**config.mk**
```make
export PLATFORM = sky130hd
export DESIGN_NAME = lsd_radix_sort_descending_top
export DESIGN_NICKNAME = d
export VERILOG_FILES = /design/src/rtl/core/lsd_rs_pkg.sv /design/src/rtl/core/lsd_rs_ctrl.sv /design/src/rtl/core/lsd_rs_dp.sv /design/src/rtl/core/lsd_radix_sort_descending_top.sv
export SDC_FILE = /design/constraint.sdc
export NUM_CORES = 2
export LEC_CHECK = 0
export ABC_AREA = 1
export CELL_PAD_IN_SITES_DETAIL_PLACEMENT = 1
export CELL_PAD_IN_SITES_GLOBAL_PLACEMENT = 2
export CORE_AREA = 5 5 704 706
export CTS_BUF_LIST = sky130_fd_sc_hd__clkbuf_2 sky130_fd_sc_hd__clkbuf_4 sky130_fd_sc_hd__clkbuf_8
export DETAILED_ROUTE_END_ITERATION = 16
export DIE_AREA = 0 0 709 711
export DONT_BUFFER_PORTS = 1
export GPL_ROUTABILITY_DRIVEN = 0
export PLACE_DENSITY_LB_ADDON = 0.05
export SYNTH_ARGS = -nofsm -noshare
export SYNTH_HDL_FRONTEND = slang
export SYNTH_HIERARCHICAL = 1
export SYNTH_MEMORY_MAX_BITS = 65536
export SYNTH_SLANG_ARGS = --single-unit
```
**constraint.sdc**
```tcl
create_clock -name clk -period 10.53 [get_ports clk]
set_input_delay 1.5795 -clock clk [delete_from_list [all_inputs] [get_ports clk]]
set_output_delay 1.5795 -clock clk [all_outputs]
set_load 0.005 [all_outputs]
```
**src/rtl/core/lsd_rs_pkg.sv**
```systemverilog
// Shared types and constants for the LSD radix sort block.
package lsd_rs_pkg;

  localparam int unsigned ValueWidth = 32;

  typedef enum logic [2:0] {
    ST_LOAD,
    ST_COUNT,
    ST_PREFIX,
    ST_SCATTER,
    ST_COPY,
    ST_EMIT
  } state_t;

  // Commands from the controller to the datapath.
  typedef struct packed {
    logic load_wr;      // store an incoming value
    logic clr_counts;   // clear the buckets and the digit-left flag
    logic count_step;   // count the digit of the entry at idx
    logic prefix_step;  // turn bucket bidx into its start position
    logic scatter_step; // place the entry at idx into the target store
    logic copy_step;    // copy target entry idx back to the source store
    logic next_digit;   // advance to the next digit
    logic reset_digit;  // restart at the lowest digit
  } dp_cmd_t;

  // Status from the datapath to the controller.
  typedef struct packed {
    logic go_on;        // some value has digits above the current one
    logic last_digit;   // current digit is the top one
  } dp_stat_t;

endpackage

```
**src/rtl/core/lsd_rs_ctrl.sv**
```systemverilog
// Controller state machine for the LSD radix sort block.
module lsd_rs_ctrl #(
  parameter int MAX_ITEMS  = 64,
  parameter int DIGIT_BITS = 4
) (
  input  logic                clk,
  input  logic                rst,
  input  logic                in_fire,
  input  logic                in_last,
  input  logic                out_fire,
  input  lsd_rs_pkg::dp_stat_t stat,
  output lsd_rs_pkg::dp_cmd_t  cmd,
  output logic [$clog2(MAX_ITEMS+1)-1:0] count,
  output logic [$clog2(MAX_ITEMS)-1:0]   idx,
  output logic [DIGIT_BITS-1:0]          bidx,
  output logic                in_ready,
  output logic                emit_valid,
  output logic                emit_last,
  output logic                ovf
);
  import lsd_rs_pkg::*;

  localparam int CW = $clog2(MAX_ITEMS + 1);
  localparam int IW = $clog2(MAX_ITEMS);
  localparam int NB = 1 << DIGIT_BITS;

  state_t state, state_next;
  logic [CW-1:0] pos;   // walk counter over the stored entries
  logic          idx_last;
  logic          bkt_last;
  logic          pos_wait; // marks a registered read in flight
  // In the walk states rd_done alternates per entry: while it is low the stores
  // are addressed, while it is high the registered read data is acted on.
  logic          rd_done;

  assign idx      = pos[IW-1:0];
  assign idx_last = (pos + CW'(1) == count);
  assign bkt_last = (bidx == DIGIT_BITS'(NB - 1));

  always_comb begin
    state_next = state;
    case (state)
      ST_LOAD: if (in_fire && in_last) state_next = ST_COUNT;
      ST_COUNT: if (rd_done && idx_last) state_next = ST_PREFIX;
      ST_PREFIX: if (bkt_last) state_next = ST_SCATTER;
      ST_SCATTER: if (rd_done && idx_last) state_next = ST_COPY;
      ST_COPY: begin
        if (rd_done && idx_last) begin
          if (stat.go_on && !stat.last_digit) state_next = ST_COUNT;
          else state_next = ST_EMIT;
        end
      end
      ST_EMIT: if (out_fire && emit_last) state_next = ST_LOAD;
      default: state_next = ST_LOAD;
    endcase
  end

  always_comb begin
    cmd = '0;
    in_ready = 1'b0;
    case (state)
      ST_LOAD: begin
        in_ready = 1'b1;
        cmd.load_wr = in_fire && (count != CW'(MAX_ITEMS));
        cmd.clr_counts = 1'b1;
        cmd.reset_digit = 1'b1;
      end
      ST_COUNT: cmd.count_step = rd_done;
      ST_PREFIX: cmd.prefix_step = 1'b1;
      ST_SCATTER: cmd.scatter_step = rd_done;
      ST_COPY: begin
        cmd.copy_step = rd_done;
        if (rd_done && idx_last) begin
          cmd.next_digit = 1'b1;
          cmd.clr_counts = 1'b1;
        end
      end
      default: ;
    endcase
  end

  // In ST_EMIT, pos counts down from the top entry; the source store
  // read is registered, so pos_wait marks a fresh read in flight.
  always_ff @(posedge clk) begin
    if (rst) begin
      state <= ST_LOAD;
      pos <= '0;
      count <= '0;
      bidx <= '0;
      ovf <= 1'b0;
      emit_valid <= 1'b0;
      emit_last <= 1'b0;
      pos_wait <= 1'b0;
      rd_done <= 1'b0;
    end else begin
      state <= state_next;
      case (state)
        ST_LOAD: begin
          pos <= '0;
          bidx <= '0;
          if (in_fire) begin
            if (count != CW'(MAX_ITEMS)) count <= count + CW'(1);
            else ovf <= 1'b1;
            if (in_last && count == '0 && count != CW'(MAX_ITEMS)) begin
              pos <= '0;
            end
          end
        end
        ST_COUNT, ST_SCATTER: begin
          rd_done <= !rd_done;
          if (rd_done) pos <= idx_last ? '0 : pos + CW'(1);
        end
        ST_PREFIX: bidx <= bidx + DIGIT_BITS'(1);
        ST_COPY: begin
          rd_done <= !rd_done;
          if (rd_done) begin
            pos <= idx_last ? ((state_next == ST_EMIT) ? count - CW'(1) : '0)
                            : pos + CW'(1);
            pos_wait <= idx_last && state_next == ST_EMIT;
          end
        end
        ST_EMIT: begin
          if (pos_wait) begin
            emit_valid <= 1'b1;
            emit_last <= (pos == '0);
            pos_wait <= 1'b0;
          end else if (out_fire) begin
            if (emit_last) begin
              emit_valid <= 1'b0;
              emit_last <= 1'b0;
              count <= '0;
              ovf <= 1'b0;
            end else begin
              emit_valid <= 1'b0;
              pos <= pos - CW'(1);
              pos_wait <= 1'b1;
            end
          end
        end
        default: ;
      endcase
    end
  end

  property p_ready_only_load;
    @(posedge clk) disable iff (rst) in_ready |-> state == ST_LOAD;
  endproperty
  a_ready_only_load: assert property (p_ready_only_load) else $error("ready outside load");

  property p_count_bound;
    @(posedge clk) disable iff (rst) count <= CW'(MAX_ITEMS);
  endproperty
  a_count_bound: assert property (p_count_bound) else $error("count overrun");

  property p_emit_clears;
    @(posedge clk) disable iff (rst) (out_fire && emit_last) |=> count == '0 && !ovf;
  endproperty
  a_emit_clears: assert property (p_emit_clears) else $error("batch not cleared");
endmodule

```
**src/rtl/core/lsd_rs_dp.sv**
```systemverilog
// Datapath for the LSD radix sort block: stores, bucket counters, digit select.
module lsd_rs_dp #(
  parameter int MAX_ITEMS  = 64,
  parameter int DIGIT_BITS = 4
) (
  input  logic                clk,
  input  logic                rst,
  input  lsd_rs_pkg::dp_cmd_t  cmd,
  input  logic [$clog2(MAX_ITEMS+1)-1:0] count,
  input  logic [$clog2(MAX_ITEMS)-1:0]   idx,
  input  logic [DIGIT_BITS-1:0]          bidx,
  input  logic [31:0]         in_value,
  output lsd_rs_pkg::dp_stat_t stat,
  output logic [31:0]         rd_value
);
  import lsd_rs_pkg::*;

  localparam int CW = $clog2(MAX_ITEMS + 1);
  localparam int IW = $clog2(MAX_ITEMS);
  localparam int NB = 1 << DIGIT_BITS;
  localparam int NP = (ValueWidth + DIGIT_BITS - 1) / DIGIT_BITS;
  localparam int PW = $clog2(NP + 1);

  logic [31:0] src_mem [MAX_ITEMS];
  logic [31:0] tgt_mem [MAX_ITEMS];
  logic [CW-1:0] bucket [NB];
  logic [CW-1:0] run_sum;
  logic [PW-1:0] pass;
  logic [5:0]    shift;
  logic          go_on;
  logic [31:0]   src_rd;
  logic [31:0]   tgt_rd;
  logic [31:0]   cur;
  logic [DIGIT_BITS-1:0] dig;
  logic [5:0]    next_shift;
  logic [IW-1:0] src_addr;

  assign shift = 6'(pass * DIGIT_BITS);
  assign next_shift = shift + 6'(DIGIT_BITS);
  // Both stores are read through registers at idx; the walk acts on the
  // registered data in the cycle after the address is set.
  assign src_addr = idx;
  assign cur = src_rd;
  assign dig = DIGIT_BITS'(cur >> shift);
  assign stat.go_on = go_on;
  assign stat.last_digit = (next_shift >= 6'(ValueWidth));

  always_ff @(posedge clk) begin
    if (cmd.load_wr) src_mem[count[IW-1:0]] <= in_value;
    else if (cmd.copy_step) src_mem[idx] <= tgt_rd;
    if (cmd.scatter_step) tgt_mem[bucket[dig][IW-1:0]] <= cur;
    src_rd <= src_mem[src_addr];
    tgt_rd <= tgt_mem[idx];
  end
  assign rd_value = src_rd;

  always_ff @(posedge clk) begin
    if (rst) begin
      pass <= '0;
      go_on <= 1'b0;
      run_sum <= '0;
      for (int i = 0; i < NB; i++) bucket[i] <= '0;
    end else begin
      if (cmd.reset_digit) pass <= '0;
      else if (cmd.next_digit) pass <= pass + PW'(1);
      if (cmd.clr_counts) begin
        go_on <= 1'b0;
        run_sum <= '0;
        for (int i = 0; i < NB; i++) bucket[i] <= '0;
      end else if (cmd.count_step) begin
        bucket[dig] <= bucket[dig] + CW'(1);
        if (next_shift < 6'(ValueWidth) && (cur >> next_shift) != 32'd0) go_on <= 1'b1;
      end else if (cmd.prefix_step) begin
        bucket[bidx] <= run_sum;
        run_sum <= run_sum + bucket[bidx];
      end else if (cmd.scatter_step) begin
        bucket[dig] <= bucket[dig] + CW'(1);
      end
    end
  end

  property p_prefix_total;
    @(posedge clk) disable iff (rst) cmd.scatter_step |-> run_sum == count;
  endproperty
  a_prefix_total: assert property (p_prefix_total) else $error("bucket total mismatch");

  property p_pass_range;
    @(posedge clk) disable iff (rst) pass <= PW'(NP);
  endproperty
  a_pass_range: assert property (p_pass_range) else $error("pass overrun");

  property p_one_op;
    @(posedge clk) disable iff (rst)
      $onehot0({cmd.count_step, cmd.prefix_step, cmd.scatter_step, cmd.copy_step});
  endproperty
  a_one_op: assert property (p_one_op) else $error("conflicting commands");
endmodule

```
**src/rtl/core/lsd_radix_sort_descending_top.sv**
```systemverilog
// Top level of the LSD radix sort block (descending output).
// Loading accepts one value per cycle. Each digit pass then counts the digits
// of the stored values, turns the buckets into start positions, scatters the
// values into the target store and copies them back; passes end once no value
// has higher digits left, at most ceil(32/DIGIT_BITS). Emitting runs from the top
// entry down through the registered store read. Reset (rst, synchronous) empties the batch.
module lsd_radix_sort_descending_top #(
  parameter int MAX_ITEMS  = 64,
  parameter int DIGIT_BITS = 4
) (
  input  logic        clk,
  input  logic        rst,
  input  logic        s_tvalid,
  output logic        s_tready,
  input  logic [31:0] s_tdata,   // value[31:0]
  input  logic        s_tlast,   // last
  output logic        m_tvalid,
  input  logic        m_tready,
  output logic [31:0] m_tdata,   // sorted_value[31:0]
  output logic        m_tlast,   // end_of_batch
  output logic        m_tuser    // overflow
);
  import lsd_rs_pkg::*;

  dp_cmd_t  cmd;
  dp_stat_t stat;
  logic [$clog2(MAX_ITEMS+1)-1:0] count;
  logic [$clog2(MAX_ITEMS)-1:0]   idx;
  logic [DIGIT_BITS-1:0]          bidx;
  logic in_fire, out_fire;

  assign in_fire  = s_tvalid && s_tready;
  assign out_fire = m_tvalid && m_tready;

  lsd_rs_ctrl #(.MAX_ITEMS(MAX_ITEMS), .DIGIT_BITS(DIGIT_BITS)) u_ctrl (
    .clk, .rst, .in_fire, .in_last(s_tlast), .out_fire, .stat, .cmd,
    .count, .idx, .bidx, .in_ready(s_tready), .emit_valid(m_tvalid),
    .emit_last(m_tlast), .ovf(m_tuser)
  );

  lsd_rs_dp #(.MAX_ITEMS(MAX_ITEMS), .DIGIT_BITS(DIGIT_BITS)) u_dp (
    .clk, .rst, .cmd, .count, .idx, .bidx, .in_value(s_tdata), .stat,
    .rd_value(m_tdata)
  );
endmodule

```
==> results_dict.tcl <==
set metrics [dict create \
    cts_resized 0 \
    power_frac_seq_pct 51.2 \
    hpwlAfterDp_um 386100 \
    setup_viol 0 \
    synthArstFlopShare_pct 0 \
    yosysWarnings 6 \
    core_region_area_um2 488400 \
    pwr-share-comb_pct 9.1 \
    failed_checks "max-capacitance violations, max-slew violations" \
    yosys.area.top_type "edfxtp_1" \
    whs_path_depth 1 \
    rr_worst_depth 19 \
    h-tree-depth 6 \
    insertion_delay_ns 1.33 \
    nNetsFinal 13450 \
    ys.flop_type "edfxtp_1" \
    synthTopCellsByCount "edfxtp_1, nor2_1, o21ai_0" \
    cp.arrival_ns 7.21 \
    drt-initial-drc-count 10310 \
    p_per_area_nw_per_um2 198.4 \
    grt_pass1_wl_um 935500 \
    power_frac_clock_pct 39.6 \
    synth_area_leaders "edfxtp_1, o21ai_0, nor2_1" \
    post_cts_buffers 0 \
    crit_path_start_kind "register" \
    ioPinCount 73 \
    nFillCells 50400 \
    rsz0062_at_grt "false" \
    postRouteAntennaNets 0 \
    stdcell_area_um2 193500 \
    cts_tree "built" \
    cts_sinks 4293 \
    final_util_pct 39.62 \
    drive_above_1_share_pct 13.38 \
    ys_seq_elements 4293 \
    required_ns 11.46 \
    syn-cell-area_um2 170200 \
    yosysSeqAreaShare_pct 75.16 \
    post-route-period-util_pct 59.58 \
    synth.avg_cell_area_um2 12.84 \
    met1_usage_pct 34.98 \
    die_height_um 711 \
    use_met2_pct 43.57 \
    grt_busiest_layer "met2" \
    swShare_pct 26.99 \
    tns_ns 0 \
    hold_violations 0 \
    grt_max_degree 169 \
    period_minus_slack_ns 6.274 \
    grt_pass1_vias 118600 \
    drc_errors 0 \
    synth_edf_count 4192 \
    clk_pin_slew_ns 0.06 \
    cts_buffer_depth 4 \
    firstDrtPassIters 6 \
    worstSetupPathType "reg2reg" \
    yosysMostFrequentCell "edfxtp_1" \
    synth_cells 13250 \
    slew_headroom_pct -2.482 \
    die_w_um 709 \
    outcome "finished, violations left" \
    initial_core_util_pct 34.84 \
    p_leak_nw 62.18 \
    wl_um 675400 \
    worstPathMaxFanout 46 \
    grt_use_total_pct 25.93 \
    slew_viol_final 2 \
    vias 115800 \
    synthDistinctLibCells 59 \
    ir_worst_vdd_uv 148.9 \
    cts_inserted_buffers 754 \
    antenna_found_initial 94 \
    hold_path_class "in2reg" \
    endpoint_kind "register" \
    placed_area_um2 178800 \
    vias_per_cell 5.647 \
    skew_ns 0.08968 \
    grt_overflow 0 \
    clock.fmax_ghz 0.1594 \
    synth_nets 13300 \
    power_switching_mw 10.36 \
    yosys.area.top_type_share_pct 73.98 \
    die_area_um2 504100 \
    cts-root-buf "clkbuf_8" \
    area_growth_syn_to_layout_pct 13.72 \
    hold_buffers 0 \
    maxCapViolCount 3 \
    met3_usage_pct 3.245 \
    std_cell_rows 257 \
    drt-wirelength-per-cell_um 32.93 \
    port_buffers 0 \
    tightest_slew_ns 1.532 \
    internal-power_mw 28.03 \
]
-- through the flow --
stage | std cells | hold WS, ns | setup WS, ns | power (mW)
2_1_floorplan | 13250 | 0.4380 | 5.475 | 21.51
3_3_place_gp | 19110 | 0.4923 | 3.908 | 23.48
3_5_place_dp | 19120 | 0.5053 | 4.253 | 23.56
4_1_cts | 20470 | 0.2145 | 4.242 | 38.86
5_1_grt | 20480 | 0.2782 | 3.792 | 39.83
6_report | 20510 | 0.3913 | 4.256 | 38.39
-- critical path, stage by stage, from the launching register on --
cell	delay, ns
dfxtp_4	0.80
ha_1	0.42
nand2_8	0.09
nor2_4	0.14
nand3_1	0.10
nand2_1	0.11
nand2_1	0.07
nand2_2	0.09
nor2_4	0.05
nand3_2	0.10
o21ai_0	0.15
nor2_4	0.73
inv_1	0.24
nor2_2	0.40
inv_1	0.34
o21ai_0	0.59
inv_1	0.18
nor3_1	0.68
nand2_1	0.35
nand2_1	0.30
-- cells by family (layout without fill, tap and decap cells) --
family | after synthesis | after routing | share of synthesized area [%]
AND/OR/NAND/NOR | 3592 | 3592 | 8.299
other | 0 | 41 | 0
XOR/XNOR | 12 | 12 | 0.06176
adder cells (fa/ha/maj) | 15 | 15 | 0.1147
multiplexers | 32 | 32 | 0.2118
buffers and inverters | 1125 | 1867 | 2.594
AO/OA/AOI/OAI | 4181 | 4181 | 13.55
flip-flops | 4293 | 4293 | 75.16
-- layout make-up --
class	instances	area, µm²	share of cell area, %
Sequential cell	4293	128000	66.17
Multi-Input combinational cell	7832	38960	20.13
Clock buffer	1068	12870	6.649
Tap cell	6475	8102	4.186
Timing Repair Buffer	353	3024	1.563
Clock inverter	283	1755	0.9071
Inverter	163	655.6	0.3388
Antenna cell	41	102.6	0.05302
-- power by group through the flow --
stage	registers [mW]	clock network [mW]	logic [mW]
2_1_floorplan	20.0	0	1.54
3_3_place_gp	20.0	0	3.45
3_5_place_dp	20.0	0	3.53
4_1_cts	19.7	15.6	3.54
5_1_grt	19.7	16.4	3.73
6_report	19.7	15.2	3.51
-- sequential cells by signal, indices dropped and copies added, names as in the netlist --
register and cells:
u_dp/src_mem 2048, u_dp/tgt_mem 2048, u_dp/bucket 96, u_dp/rd_value 32
u_dp/tgt_rd 32, u_ctrl/count 7, u_ctrl/pos 7, u_dp/run_sum 6
u_ctrl/bidx 4, u_dp/pass 4, u_ctrl/state 3, u_ctrl/emit_last 1
u_ctrl/emit_valid 1, u_ctrl/ovf 1, u_ctrl/pos_wait 1, u_ctrl/rd_done 1
u_dp/go_on 1
-- per-layer routing --
layer / vias to the layer above / part of all wire (%)
li1: 49870 / -
met1: 61740 / 43
met2: 3253 / 48
met3: 935 / 4.7
met4: 10 / 3.5
met5: - / 0.012
-- final timing paths --
| check | startpoint | end | slack, ns |
|---|---|---|---|
| setup reg to reg | u_ctrl/pos[1]$_SDFFE_PP0P_ | u_dp/bucket[9][3]$_SDFFCE_PN0P_ | 4.26 |
| setup / recovery | u_ctrl/pos[1]$_SDFFE_PP0P_ | u_dp/bucket[9][3]$_SDFFCE_PN0P_ | 4.26 |
| hold reg to reg | u_ctrl/pos[6]$_SDFFE_PP0P_ | u_ctrl/pos[6]$_SDFFE_PP0P_ | 0.53 |
| hold / removal | rst | u_ctrl/emit_last$_SDFFE_PP0P_ | 0.39 |
-- cells in the final DEF, fill, tap and decap left out, drive strengths merged, types with 3 or more instances in the layout --
master and instances:
edfxtp 4192, nor2 3121, o21ai 2714, o22ai 1265, clkbuf 1068, buf 353
nand2 270, clkinv 236, inv 199, nand3 150, dfxtp 101, o32ai 88
a21oi 76, diode 41, mux2 32, nand4 23, nor3 16, ha 14
o221ai 12, o211ai 12, xor2 8, clkinvlp 6, bufinv 5, xnor2 4
nor3b 4, a31oi 3, or2 3, nor4 3
Power figures use the tool's default switching activity.
